### src/rtl/mec_pkg.sv
// ----------------------------------------------------------------------------
// mec_pkg
// Shared types and constants for the mouse event classifier.
// ----------------------------------------------------------------------------
package mec_pkg;

  localparam int COORD_BITS = 12;
  localparam int TICK_BITS  = 16;
  localparam int BTN_BITS   = 8;
  localparam int WHEEL_BITS = 4;
  localparam int MOD_BITS   = 16;
  localparam int DATA_BITS  = 16;
  localparam int ADDR_BITS  = 2;

  // register indexes on the configuration port
  localparam logic [ADDR_BITS-1:0] REG_EVENTS_ENABLED  = 2'd0;
  localparam logic [ADDR_BITS-1:0] REG_DOUBLE_DELAY    = 2'd1;
  localparam logic [ADDR_BITS-1:0] REG_REPEAT_DELAY    = 2'd2;
  localparam logic [ADDR_BITS-1:0] REG_REVERSE_BUTTONS = 2'd3;

  // button masks
  localparam logic [BTN_BITS-1:0] BTN_NONE = 8'd0;
  localparam logic [BTN_BITS-1:0] BTN_BOTH = 8'd3;

  // bit positions in the last-event flags
  localparam int FL_MOVED  = 0;
  localparam int FL_DOUBLE = 1;
  localparam int FL_TRIPLE = 2;

  // bit positions in the press flags
  localparam int PF_DOUBLE = 0;
  localparam int PF_TRIPLE = 1;

  typedef enum logic [2:0] {
    EV_NONE  = 3'd0,
    EV_DOWN  = 3'd1,
    EV_UP    = 3'd2,
    EV_MOVE  = 3'd3,
    EV_AUTO  = 3'd4,
    EV_WHEEL = 3'd5
  } ev_kind_t;

  typedef struct packed {
    logic                  sample_valid;
    logic [BTN_BITS-1:0]   in_buttons;
    logic [COORD_BITS-1:0] in_x;
    logic [COORD_BITS-1:0] in_y;
    logic [WHEEL_BITS-1:0] in_wheel;
    logic [MOD_BITS-1:0]   in_modifiers;
    logic [TICK_BITS-1:0]  tick_count;
  } in_item_t;

  typedef struct packed {
    ev_kind_t              event_kind;
    logic [BTN_BITS-1:0]   out_buttons;
    logic [COORD_BITS-1:0] out_x;
    logic [COORD_BITS-1:0] out_y;
    logic [WHEEL_BITS-1:0] out_wheel;
    logic [MOD_BITS-1:0]   out_modifiers;
    logic                  moved_flag;
    logic                  double_flag;
    logic                  triple_flag;
  } out_item_t;

  typedef struct packed {
    logic                 events_enabled;
    logic [TICK_BITS-1:0] double_delay;
    logic [TICK_BITS-1:0] repeat_delay;
    logic                 reverse_buttons;
  } cfg_t;

  typedef struct packed {
    logic [BTN_BITS-1:0]   last_buttons;
    logic [COORD_BITS-1:0] last_x;
    logic [COORD_BITS-1:0] last_y;
    logic [WHEEL_BITS-1:0] last_wheel;
    logic [2:0]            last_flags;
    logic [MOD_BITS-1:0]   last_modifiers;
    logic [BTN_BITS-1:0]   press_buttons;
    logic [COORD_BITS-1:0] press_x;
    logic [COORD_BITS-1:0] press_y;
    logic [1:0]            press_flags;
    logic [TICK_BITS-1:0]  press_time;
    logic [TICK_BITS-1:0]  repeat_time;
    logic [TICK_BITS-1:0]  repeat_wait;
    logic                  up_pending;
  } state_t;

endpackage

### src/rtl/mec_cfg_regs.sv
// ----------------------------------------------------------------------------
// mec_cfg_regs
// Configuration registers, written through a plain write port.
// ----------------------------------------------------------------------------
module mec_cfg_regs (
  input  logic                          clk,
  input  logic                          rst_n,
  input  logic                          cfg_we,
  input  logic [mec_pkg::ADDR_BITS-1:0] cfg_addr,
  input  logic [mec_pkg::DATA_BITS-1:0] cfg_wdata,
  output mec_pkg::cfg_t                 cfg
);

  mec_pkg::cfg_t cfg_r;
  mec_pkg::cfg_t cfg_nxt;

  always_comb begin
    cfg_nxt = cfg_r;
    if (cfg_we) begin
      case (cfg_addr)
        mec_pkg::REG_EVENTS_ENABLED:  cfg_nxt.events_enabled  = cfg_wdata[0];
        mec_pkg::REG_DOUBLE_DELAY:
          cfg_nxt.double_delay = cfg_wdata[mec_pkg::TICK_BITS-1:0];
        mec_pkg::REG_REPEAT_DELAY:
          cfg_nxt.repeat_delay = cfg_wdata[mec_pkg::TICK_BITS-1:0];
        mec_pkg::REG_REVERSE_BUTTONS: cfg_nxt.reverse_buttons = cfg_wdata[0];
        default: cfg_nxt = cfg_r;
      endcase
    end
  end

  always_ff @(posedge clk) begin
    if (!rst_n) begin
      cfg_r.events_enabled  <= 1'b1;
      cfg_r.double_delay    <= mec_pkg::TICK_BITS'(8);
      cfg_r.repeat_delay    <= mec_pkg::TICK_BITS'(8);
      cfg_r.reverse_buttons <= 1'b0;
    end else begin
      cfg_r <= cfg_nxt;
    end
  end

  assign cfg = cfg_r;

endmodule

### src/rtl/mec_classify.sv
// ----------------------------------------------------------------------------
// mec_classify
// Classifies one poll against the tracked mouse state, giving the event and
// the next state.
// ----------------------------------------------------------------------------
module mec_classify (
  input  mec_pkg::in_item_t  item,
  input  mec_pkg::cfg_t      cfg,
  input  mec_pkg::state_t    st,
  output mec_pkg::out_item_t res,
  output mec_pkg::state_t    st_nxt
);

  logic [mec_pkg::BTN_BITS-1:0]  btn;
  logic                          same_spot;
  logic                          same_press;
  logic [mec_pkg::TICK_BITS-1:0] press_dt;
  logic [mec_pkg::TICK_BITS-1:0] repeat_dt;
  logic                          dbl;
  logic                          trp;

  always_comb begin
    btn = item.in_buttons;
    if (cfg.reverse_buttons && btn != mec_pkg::BTN_NONE && btn != mec_pkg::BTN_BOTH) begin
      btn = btn ^ mec_pkg::BTN_BOTH;
    end
  end

  // tick differences wrap naturally at the tick width
  assign press_dt   = item.tick_count - st.press_time;
  assign repeat_dt  = item.tick_count - st.repeat_time;
  assign same_spot  = (item.in_x == st.last_x) && (item.in_y == st.last_y);
  assign same_press = (btn == st.press_buttons) && (item.in_x == st.press_x) &&
                      (item.in_y == st.press_y) && (press_dt <= cfg.double_delay);
  assign dbl = same_press && (st.press_flags == 2'b00);
  assign trp = same_press && st.press_flags[mec_pkg::PF_DOUBLE];

  always_comb begin
    st_nxt = st;
    res    = '0;
    if (!cfg.events_enabled) begin
      res.event_kind = mec_pkg::EV_NONE;
    end else if (st.up_pending) begin
      // held-back up from a release that came with a move
      res.event_kind    = mec_pkg::EV_UP;
      res.out_buttons   = st.last_buttons;
      res.out_x         = st.last_x;
      res.out_y         = st.last_y;
      res.out_wheel     = st.last_wheel;
      res.out_modifiers = st.last_modifiers;
      res.moved_flag    = st.last_flags[mec_pkg::FL_MOVED];
      res.double_flag   = st.last_flags[mec_pkg::FL_DOUBLE];
      res.triple_flag   = st.last_flags[mec_pkg::FL_TRIPLE];
      st_nxt.last_buttons = mec_pkg::BTN_NONE;
      st_nxt.up_pending   = 1'b0;
    end else if (!item.sample_valid) begin
      res.event_kind = mec_pkg::EV_NONE;
    end else if (btn == mec_pkg::BTN_NONE && st.last_buttons != mec_pkg::BTN_NONE) begin
      st_nxt.last_x         = item.in_x;
      st_nxt.last_y         = item.in_y;
      st_nxt.last_wheel     = item.in_wheel;
      st_nxt.last_modifiers = item.in_modifiers;
      st_nxt.last_flags     = 3'b000;
      if (same_spot) begin
        res.event_kind    = mec_pkg::EV_UP;
        res.out_buttons   = st.last_buttons;
        res.out_x         = item.in_x;
        res.out_y         = item.in_y;
        res.out_wheel     = item.in_wheel;
        res.out_modifiers = item.in_modifiers;
        st_nxt.last_buttons = mec_pkg::BTN_NONE;
      end else begin
        // report the move now, the up on the next poll
        res.event_kind    = mec_pkg::EV_MOVE;
        res.out_buttons   = st.last_buttons;
        res.out_x         = item.in_x;
        res.out_y         = item.in_y;
        res.out_wheel     = st.last_wheel;
        res.out_modifiers = st.last_modifiers;
        res.moved_flag    = 1'b1;
        res.double_flag   = st.last_flags[mec_pkg::FL_DOUBLE];
        res.triple_flag   = st.last_flags[mec_pkg::FL_TRIPLE];
        st_nxt.last_buttons = st.last_buttons;
        st_nxt.up_pending   = 1'b1;
      end
    end else if (btn != mec_pkg::BTN_NONE && st.last_buttons == mec_pkg::BTN_NONE) begin
      res.event_kind    = mec_pkg::EV_DOWN;
      res.out_buttons   = btn;
      res.out_x         = item.in_x;
      res.out_y         = item.in_y;
      res.out_wheel     = item.in_wheel;
      res.out_modifiers = item.in_modifiers;
      res.double_flag   = dbl;
      res.triple_flag   = trp;
      st_nxt.press_buttons = btn;
      st_nxt.press_x       = item.in_x;
      st_nxt.press_y       = item.in_y;
      st_nxt.press_flags   = {trp, dbl};
      st_nxt.press_time    = item.tick_count;
      st_nxt.repeat_time   = item.tick_count;
      st_nxt.repeat_wait   = cfg.repeat_delay;
      st_nxt.last_buttons   = btn;
      st_nxt.last_x         = item.in_x;
      st_nxt.last_y         = item.in_y;
      st_nxt.last_wheel     = item.in_wheel;
      st_nxt.last_modifiers = item.in_modifiers;
      st_nxt.last_flags     = {trp, dbl, 1'b0};
    end else begin
      // no press or release: wheel, move or auto-repeat, buttons as last seen
      res.out_buttons   = st.last_buttons;
      res.out_x         = item.in_x;
      res.out_y         = item.in_y;
      res.out_wheel     = item.in_wheel;
      res.out_modifiers = item.in_modifiers;
      if (item.in_wheel != '0 || !same_spot ||
          (st.last_buttons != mec_pkg::BTN_NONE && repeat_dt > st.repeat_wait)) begin
        st_nxt.last_x         = item.in_x;
        st_nxt.last_y         = item.in_y;
        st_nxt.last_wheel     = item.in_wheel;
        st_nxt.last_modifiers = item.in_modifiers;
        st_nxt.last_flags     = 3'b000;
      end
      if (item.in_wheel != '0) begin
        res.event_kind = mec_pkg::EV_WHEEL;
      end else if (!same_spot) begin
        res.event_kind = mec_pkg::EV_MOVE;
        res.moved_flag = 1'b1;
        st_nxt.last_flags[mec_pkg::FL_MOVED] = 1'b1;
      end else if (st.last_buttons != mec_pkg::BTN_NONE && repeat_dt > st.repeat_wait) begin
        res.event_kind     = mec_pkg::EV_AUTO;
        st_nxt.repeat_time = item.tick_count;
        st_nxt.repeat_wait = mec_pkg::TICK_BITS'(1);
      end else begin
        res = '0;
        res.event_kind = mec_pkg::EV_NONE;
      end
    end
  end

endmodule

### src/rtl/mouse_event_classifier.sv
// ----------------------------------------------------------------------------
// mouse_event_classifier
// Turns polled raw mouse samples into one classified event per poll.
// ----------------------------------------------------------------------------
// Usage:
//   Each transaction on the in_ channel is one poll: sample_valid says whether
//   a raw sample rides with it. Each poll yields exactly one transaction on the
//   out_ channel (event_kind none when there is nothing to report).
//   A poll is captured in the input register, then classified against the
//   tracked state and written to the result register. Throughput is one poll
//   per cycle while out_ready is high; the classifier and the state update
//   sit in a single stage between the input and result registers.
//   When out_ready is low the result register holds, the input register fills
//   and in_ready drops; nothing is lost or repeated.
//   Reset (rst_n low, synchronous) clears the tracked state and the valid
//   flags and loads the registers with enabled, double and repeat delays of
//   8 ticks and no button swap. Configuration writes take effect the next
//   cycle and are meant to be made while no poll is in flight.
// ----------------------------------------------------------------------------
module mouse_event_classifier (
  input  logic                          clk,
  input  logic                          rst_n,
  input  logic                          in_valid,
  output logic                          in_ready,
  input  mec_pkg::in_item_t             in_data,
  output logic                          out_valid,
  input  logic                          out_ready,
  output mec_pkg::out_item_t            out_data,
  input  logic                          cfg_we,
  input  logic [mec_pkg::ADDR_BITS-1:0] cfg_addr,
  input  logic [mec_pkg::DATA_BITS-1:0] cfg_wdata
);

  mec_pkg::cfg_t      cfg;
  mec_pkg::in_item_t  in_data_r;
  logic               in_valid_r;
  mec_pkg::out_item_t out_data_r;
  logic               out_valid_r;
  mec_pkg::state_t    st_r;
  mec_pkg::state_t    st_nxt;
  mec_pkg::out_item_t res;
  logic               adv;

  mec_cfg_regs u_cfg (
    .clk       (clk),
    .rst_n     (rst_n),
    .cfg_we    (cfg_we),
    .cfg_addr  (cfg_addr),
    .cfg_wdata (cfg_wdata),
    .cfg       (cfg)
  );

  mec_classify u_classify (
    .item   (in_data_r),
    .cfg    (cfg),
    .st     (st_r),
    .res    (res),
    .st_nxt (st_nxt)
  );

  // result register free or being emptied this cycle
  assign adv      = !out_valid_r || out_ready;
  assign in_ready = !in_valid_r || adv;

  always_ff @(posedge clk) begin
    if (!rst_n) begin
      in_valid_r  <= 1'b0;
      out_valid_r <= 1'b0;
      st_r        <= '0;
    end else begin
      if (in_ready) begin
        in_valid_r <= in_valid;
      end
      if (adv) begin
        out_valid_r <= in_valid_r;
      end
      if (in_valid_r && adv) begin
        st_r <= st_nxt;
      end
    end
  end

  always_ff @(posedge clk) begin
    if (in_ready && in_valid) begin
      in_data_r <= in_data;
    end
    if (in_valid_r && adv) begin
      out_data_r <= res;
    end
  end

  assign out_valid = out_valid_r;
  assign out_data  = out_data_r;

endmodule

### config.mk
export PLATFORM = sky130hd
export DESIGN_NAME = mouse_event_classifier
export DESIGN_NICKNAME = d
export VERILOG_FILES = /design/src/rtl/mec_pkg.sv /design/src/rtl/mec_cfg_regs.sv /design/src/rtl/mec_classify.sv /design/src/rtl/mouse_event_classifier.sv
export SDC_FILE = /design/constraint.sdc
export NUM_CORES = 1
export LEC_CHECK = 0
export ABC_AREA = 1
export ABC_CLOCK_PERIOD_IN_PS = 6800
export BUFFER_PORTS_ARGS = -buffer_cell sky130_fd_sc_hd__buf_2
export CORE_MARGIN = 5
export CORE_UTILIZATION = 60
export CTS_BUF_LIST = sky130_fd_sc_hd__clkbuf_8
export CTS_CLUSTER_DIAMETER = 200
export DETAILED_ROUTE_END_ITERATION = 12
export PLACE_DENSITY = 0.91
export SLEW_MARGIN = 30
export SYNTH_ARGS = -nofsm -noshare
export SYNTH_HDL_FRONTEND = slang
export SYNTH_SLANG_ARGS = --single-unit
### constraint.sdc
create_clock -name clk -period 6.8 [get_ports clk]
set_input_delay 0.34 -clock clk [delete_from_list [all_inputs] [get_ports clk]]
set_output_delay 0.34 -clock clk [all_outputs]
set_load 0.01 [all_outputs]
==> flow_metrics.env, run 1 <==
export IMPL_critPathCaptureType="flip-flop"
export IMPL_min_period_over_period=0.7128
export IMPL_synthToLayoutAreaGrowth_pct=17.59
export IMPL_drt_iter0_markers=1550
export IMPL_synth_main_ff_cell="dfxtp_1"
export IMPL_clock_path_buffers=3
export IMPL_p_sw_frac=0.2863
export IMPL_hp_class="input port to flip-flop"
export IMPL_synth_cell_types=39
export IMPL_synth_area_per_cell_um2=8.224
export IMPL_post_drt_wl_per_cell_um=17.06
export IMPL_tns_ps=0
export IMPL_start_kind="flip-flop"
export IMPL_r2r_end="st_r[118]"
export IMPL_rows=57
export IMPL_internal_power_w=0.003063
export IMPL_antenna_left=0
export IMPL_grt_pass1_vias=13280
export IMPL_synth_seq_area_share=0.4957
export IMPL_finClkSkew_ps=44.89
export IMPL_clockPowerShare=0.365
export IMPL_routed_wirelength_mm=40.35
export IMPL_groute_usage_overall=0.2820
export IMPL_synth_area_leaders="edfxtp_1 26%, dfxtp_1 24%, nand2_1 9.6%"
export IMPL_placement_io_buffers=151
export IMPL_cts_htree_levels=2
export IMPL_final_hold_viol_count=0
export IMPL_hp_start="cfg_wdata[13]"
export IMPL_pwr_share_comb=0.156
export IMPL_die_area_mm2=0.02777
export IMPL_hold_depth=3
export IMPL_leakage_nw=7.322
export IMPL_grt_pass1_wl_mm=65.42
export IMPL_crit_fanout=35
export IMPL_whs_ps=22.36
export IMPL_syn_inst=1790
export IMPL_p_total_w=0.004292
export IMPL_cts_resized=0
export IMPL_cts_setup_buffers=0
export IMPL_synth_area_mm2=0.01472
export IMPL_vdd_drop_max_mv=0.1360
export IMPL_setup_viol=0
export IMPL_vias=13540
export IMPL_grt_max_degree=65
export IMPL_cts_buffers=49
export IMPL_die_h_um=166.6
export IMPL_nFillCells=1668
export IMPL_worst_slew_pin_transition_ps=936.2
export IMPL_arrival_ps=5340
export IMPL_synth_most_common_cell="nand2_1"
export IMPL_max_freq_ghz=0.2063
export IMPL_ios=152
export IMPL_drv_slew=0
export IMPL_place_congestion=0.9114
export IMPL_viasPerCell=5.725
export IMPL_netlist_area_leader_share=0.2591
export IMPL_rsz0062_at_grt="false"
export IMPL_status="finished, final reports clean"
export IMPL_path_class="flip-flop to flip-flop"
export IMPL_drive_above_1_share=0.1359
export IMPL_power_density_mw_per_mm2=248.0
export IMPL_cts_sinks=301
export IMPL_firstDrtPassIters=9
export IMPL_hold_end="u_cfg.cfg[14]"
export IMPL_cts_tree="done"
export IMPL_ys_async_sr_fraction=0
export IMPL_clk_latency_ps=610
export IMPL_crit_required_ps=7290
export IMPL_syn_nets=1946
export IMPL_core_area_mm2=0.02425
export IMPL_clk_pin_slew_ps=60
export IMPL_power_frac_seq=0.480
export IMPL_synth_seq_cells=301
export IMPL_reg2reg_depth=21
export IMPL_switching_power_w=0.001229
export IMPL_grt_overflow=0
export IMPL_drv_cap=0
export IMPL_synth_edf_count=127
export IMPL_yosysWarnings=0
export IMPL_die_w_um=166.6
export IMPL_synth_common_cells="377 x nand2_1, 215 x a21oi_1, 188 x inv_1"
export IMPL_r2r_start="in_data_r[0]"
export IMPL_antenna_found_initial=2
export IMPL_relSlewSlack=0.3759
export IMPL_initial_core_util=0.6071
export IMPL_min_period_ps=4847
export IMPL_r2r_slack_ps=1950
export IMPL_drc=0
export IMPL_dpl_hpwl_mm=25.36
export IMPL_fin_nets=2154
export IMPL_yosysTopAreaCell="edfxtp_1"
export IMPL_cts_root_buf="clkbuf_8"
export IMPL_cts_hold_buf=75
[cell families after synthesis]
group                    count (synthesis)  synth area share
AO/OA/AOI/OAI                          420            0.1471
XOR/XNOR                                46           0.02737
AND/OR/NAND/NOR                        666            0.1935
buffers and inverters                  293           0.08092
adder cells (fa/ha/maj)                 64           0.05542
flip-flops                             301            0.4957
[flip-flops by register name, indices dropped and copies added, names as in the netlist]
| signal | flops |
|---|---|
| st_r | 138 |
| in_valid_r | 1 |
| out_valid | 1 |
| in_data_r | 69 |
| out_data | 58 |
| u_cfg.cfg | 34 |
[power groups by stage]
stage	Clock (W)	Sequential, W	Combinational, W
after floorplan	0	0.00208	0.000440
after global placement	0	0.00209	0.000582
after detailed placement	0	0.00209	0.000612
after CTS	0.00156	0.00205	0.000652
after global routing	0.00167	0.00207	0.000747
final	0.00157	0.00206	0.000668
[critical path: stages (launching register included)]
cell and delay (ps):
edfxtp_1 340, inv_1 70, ha_1 240, fa_1 430, o21ai_0 290, a21oi_1 160, o21ai_0 300, nand3_1 110
nand2_1 100, xnor2_1 120, inv_1 60, ha_1 270, nand2_1 50, nor2_1 150, nand4_1 140, nor2_1 120
nor2_1 40, nand2_1 170, nand4_4 460, nand2_2 730, nand2_1 210, a21oi_1 200
[per-layer routing]
metal,share of wire,global-route usage
met5,0,0
met4,0.045,0.1330
met3,0.092,0.05712
met2,0.48,0.4773
met1,0.38,0.3473
[per-stage QoR]
stage | area (um^2) | setup WS (ps) | cells | util
after floorplan | 14720 | 3165 | 1790 | -
after global placement | 15570 | 2341 | 2196 | 0.6423
after detailed placement | 15570 | 2176 | 2196 | 0.6423
after CTS | 17300 | 2147 | 2363 | 0.7134
after global routing | 17310 | 1596 | 2365 | 0.7138
final | 17310 | 1953 | 2365 | 0.7138
[cell type report]
class,instances,area [um^2],share of cell area
well taps,324,405.4,0.02342
inverters,215,809.5,0.04677
flip-flops and latches,301,7301,0.4218
diodes,2,5.005,0.0002891
multi-input cells,1196,6240,0.3605
repair buffers,235,1574,0.09094
clock buffers,54,743.2,0.04294
clock inverters,38,231.5,0.01337
[worst max path at each step]
stage	slack, ps	endpoint	cells past startpoint	start
finish	1950	st_r[118]	21	in_data_r[0]
global route	1600	st_r[114]	21	in_data_r[0]
CTS	2150	st_r[117]	22	in_data_r[0]
detailed placement	2180	st_r[116]	22	in_data_r[0]
global placement	2340	st_r[101]	22	in_data_r[0]
floorplan	3170	out_data[35]	22	in_data_r[0]
[layout by cell type, fill, tap and decap left out, types with 4 or more instances in the layout]
cell / count
xnor2_1: 18
nand3_1: 71
clkinv_2: 8
buf_2: 151
clkinv_1: 4
ha_1: 62
inv_2: 28
inv_1: 206
o22ai_1: 7
xor2_1: 28
nor3_1: 8
clkbuf_8: 54
a21oi_1: 215
nand2_1: 377
nand2_2: 5
nor2_4: 4
o211ai_1: 7
o31ai_1: 4
edfxtp_1: 127
a21o_1: 4
nand4_1: 43
buf_4: 9
nor2_1: 144
o21ai_1: 12
o21ai_0: 164
dlygate4sd3_1: 75
dfxtp_1: 173
Power figures use the tool's default switching activity.
==> run 2: changes to the inputs <==
--- a/config.mk
+++ b/config.mk
@@ -5,8 +5,8 @@
 export SDC_FILE = /design/constraint.sdc
 export NUM_CORES = 1
 export LEC_CHECK = 0
-export ABC_AREA = 1
-export ABC_CLOCK_PERIOD_IN_PS = 6800
+export ABC_AREA = 0
+export ABC_CLOCK_PERIOD_IN_PS = 4500
 export BUFFER_PORTS_ARGS = -buffer_cell sky130_fd_sc_hd__buf_2
 export CORE_MARGIN = 5
 export CORE_UTILIZATION = 60
==> constraint.sdc (replaced) <==
create_clock -name clk -period 4.5 [get_ports clk]
set_input_delay 0.225 -clock clk [delete_from_list [all_inputs] [get_ports clk]]
set_output_delay 0.225 -clock clk [all_outputs]
set_load 0.01 [all_outputs]
==> run 2 against run 1 <==
Net effect: fmax is 1.9% higher; critical endpoint is now out_data[11]; wire length is 6.3% higher; combinational power is 56% higher; largest power group unchanged; the run now ends with negative setup slack left.
==> flow_metrics.env, run 2 <==
export IMPL_status="finished with violations"
export IMPL_violations="negative setup slack"
export IMPL_synth_main_ff_cell="dfxtp_1"
export IMPL_ys_async_sr_fraction=0
export IMPL_final_cell_mix="219 x nand2_1, 173 x dfxtp_1, 151 x buf_2"
export IMPL_relSlewSlack=0.4241
export IMPL_switching_power_w=0.001856
export IMPL_cts_root_buf="clkbuf_8"
export IMPL_synth_most_common_cell="nand2_1"
export IMPL_grt_pass1_vias=12070
export IMPL_post_drt_wl_per_cell_um=21.59
export IMPL_register_area_mm2=0.007298
export IMPL_cts_tree="done"
export IMPL_dpl_hpwl_mm=23.42
export IMPL_cts_sinks=301
export IMPL_vdd_drop_max_mv=0.2927
export IMPL_cts_htree_levels=2
export IMPL_leakage_nw=6.572
export IMPL_synth_cell_types=79
export IMPL_use_met1=0.3792
export IMPL_p_sw_frac=0.2820
export IMPL_synth_common_cells="219 x nand2_1, 174 x dfxtp_1, 137 x a21oi_1"
export IMPL_diodes=0
export IMPL_drv_cap=0
export IMPL_synth_edf_count=127
export IMPL_drt_iter0_markers=1909
export IMPL_core_area_mm2=0.02278
export IMPL_multi_input_area_mm2=0.006427
export IMPL_power_density_mw_per_mm2=375.8
export IMPL_yosysWarnings=0
export IMPL_crit_fanout=8
export IMPL_min_period_over_period=1.057
export IMPL_clk_pin_slew_ps=80
export IMPL_drv_slew=0
export IMPL_p_total_w=0.006581
export IMPL_final_hold_viol_count=0
export IMPL_arrival_ps=5100
export IMPL_synthToLayoutAreaGrowth_pct=25.76
export IMPL_drc=0
export IMPL_worst_slew_pin_transition_ps=863.9
export IMPL_busiest_layer="met2"
export IMPL_start_kind="flip-flop"
export IMPL_placement_io_buffers=151
export IMPL_synth_area_per_cell_um2=10.25
export IMPL_antenna_left=0
export IMPL_clock_path_buffers=3
export IMPL_synth_area_mm2=0.01392
export IMPL_die_h_um=162.3
export IMPL_max_freq_ghz=0.2102
export IMPL_synth_seq_area_share=0.5241
export IMPL_synth_seq_cells=301
export IMPL_crit_required_ps=4840
export IMPL_finClkSkew_ps=42.36
export IMPL_yosysTopAreaCell="edfxtp_1"
export IMPL_grt_max_degree=71
export IMPL_min_period_ps=4757
export IMPL_groute_usage_overall=0.2898
export IMPL_power_frac_seq=0.469
export IMPL_syn_nets=1514
export IMPL_cts_buffers=48
export IMPL_grtUsageMet2=0.4735
export IMPL_die_area_mm2=0.02635
export IMPL_setup_viol=113
export IMPL_vias=12790
export IMPL_clockPowerShare=0.373
export IMPL_netlist_area_leader_share=0.2739
export IMPL_die_w_um=162.3
export IMPL_routed_wirelength_mm=42.90
export IMPL_rows=55
export IMPL_synth_area_leaders="edfxtp_1 27%, dfxtp_1 25%, nand2_1 5.9%"
export IMPL_pwr_share_comb=0.158
export IMPL_grt_overflow=0
export IMPL_largest_register="st_r"
export IMPL_initial_core_util=0.6113
export IMPL_post_place_ws_ps=-227.4
export IMPL_fin_cells=1987
export IMPL_nFillCells=1214
export IMPL_layout_commonest_cell="nand2_1"
export IMPL_path_class="flip-flop to flip-flop"
export IMPL_internal_power_w=0.004725
export IMPL_largest_reg_flops=138
export IMPL_setup_slack_ps=-256.7
export IMPL_critPathCaptureType="flip-flop"
export IMPL_dp_cells=1784
export IMPL_hp_class="input port to flip-flop"
export IMPL_grtUsageMet3=0.06353
export IMPL_antenna_found_initial=0
export IMPL_viasPerCell=6.437
export IMPL_grt_pass1_wl_mm=62.24
export IMPL_fin_nets=1790
export IMPL_firstDrtPassIters=6
export IMPL_rsz0062_at_grt="true"
export IMPL_clk_latency_ps=600
export IMPL_drive_above_1_share=0.2079
export IMPL_place_congestion=0.9438
export IMPL_syn_inst=1358
export IMPL_ios=152
## run 2: changes by cell type after synthesis, sizes merged, moves of 30 or more
| cell | change |
|---|---|
| a32o | +45 |
| nand3 | -34 |
| nor2 | -106 |
| a22o | +49 |
| o21ai | -135 |
| inv | -148 |
| a21oi | -77 |
| nand4 | -30 |
| nand2 | -162 |
| xnor2 | +36 |
## run 2: power groups by stage
| stage | combinational (W) | sequential, W | clock [W] |
|---|---|---|---|
| 6_report | 0.00104 | 0.00308 | 0.00246 |
| 5_1_grt | 0.00111 | 0.00309 | 0.00259 |
| 4_1_cts | 0.000897 | 0.00307 | 0.00243 |
| 3_5_place_dp | 0.000816 | 0.00313 | 0 |
| 3_3_place_gp | 0.000775 | 0.00312 | 0 |
| 2_1_floorplan | 0.000548 | 0.00311 | 0 |
## run 2: cell families (layout without fill, tap and decap cells)
logic type,Yosys count,count (layout),share of synthesized area
flip-flops,301,301,0.5241
buffers and inverters,133,447,0.03729
adder cells (fa/ha/maj),64,64,0.05859
AO/OA/AOI/OAI,350,351,0.1783
XOR/XNOR,79,79,0.04969
multiplexers,18,18,0.01294
AND/OR/NAND/NOR,413,414,0.1391
## run 2: layout make-up
cell class,count,area share
Clock inverter,39,0.01672
Tap cell,313,0.02237
Timing Repair Buffer,290,0.1225
Multi-Input combinational cell,926,0.3671
Sequential cell,301,0.4168
Clock buffer,51,0.04009
Inverter,67,0.01443
## run 2: path summary, 6_finish.rpt
check                start            end  slack (ps)  cells after the start
max           in_data_r[2]   out_data[11]        -260                     18
min reg2reg  u_cfg.cfg[27]  u_cfg.cfg[27]         460                      2
max reg2reg   in_data_r[2]   out_data[11]        -260                     18
min            cfg_addr[1]  u_cfg.cfg[33]          30                      4
## run 2: worst max-delay path: stages, from the launching register on
cell       delay, ps
edfxtp_1         560
ha_4             330
nor2b_1          150
o21a_1           220
o21ai_2          180
a211o_1          210
nand3_2          120
a2111oi_0        550
or3b_4           240
ha_4             190
a21o_1           220
a211oi_2         300
a31oi_2           90
a2111oi_4        410
buf_4            190
buf_6            110
nor3_4            50
clkbuf_16        190
a22o_1           180
## run 2: metrics by stage
stage	hold WS [ps]	cell area [um^2]	setup TNS (ps)	util
after floorplan	323.9	13930	0	-
after global placement	400.8	15060	-3367	0.6613
after detailed placement	403.1	15080	-5399	0.6619
after CTS	14.92	17030	0	0.7478
after global routing	45.96	17510	-19440	0.7687
final	26.15	17510	-14390	0.7687
## run 2: per-layer routing
layer / wire, um / vias to the layer above
met4: 2128 / 0
met5: 0 / -
met2: 19960 / 1057
met3: 4911 / 241
met1: 15910 / 5984
li1: - / 5508
## run 2: repair_timing
item	in CTS	in global routing
pin swaps	11	32
hold endpoints to repair	105	0
buffers inserted	5	16
cloned	2	4
hold buffers	87	0
setup endpoints to repair	49	130
resized for setup	12	48
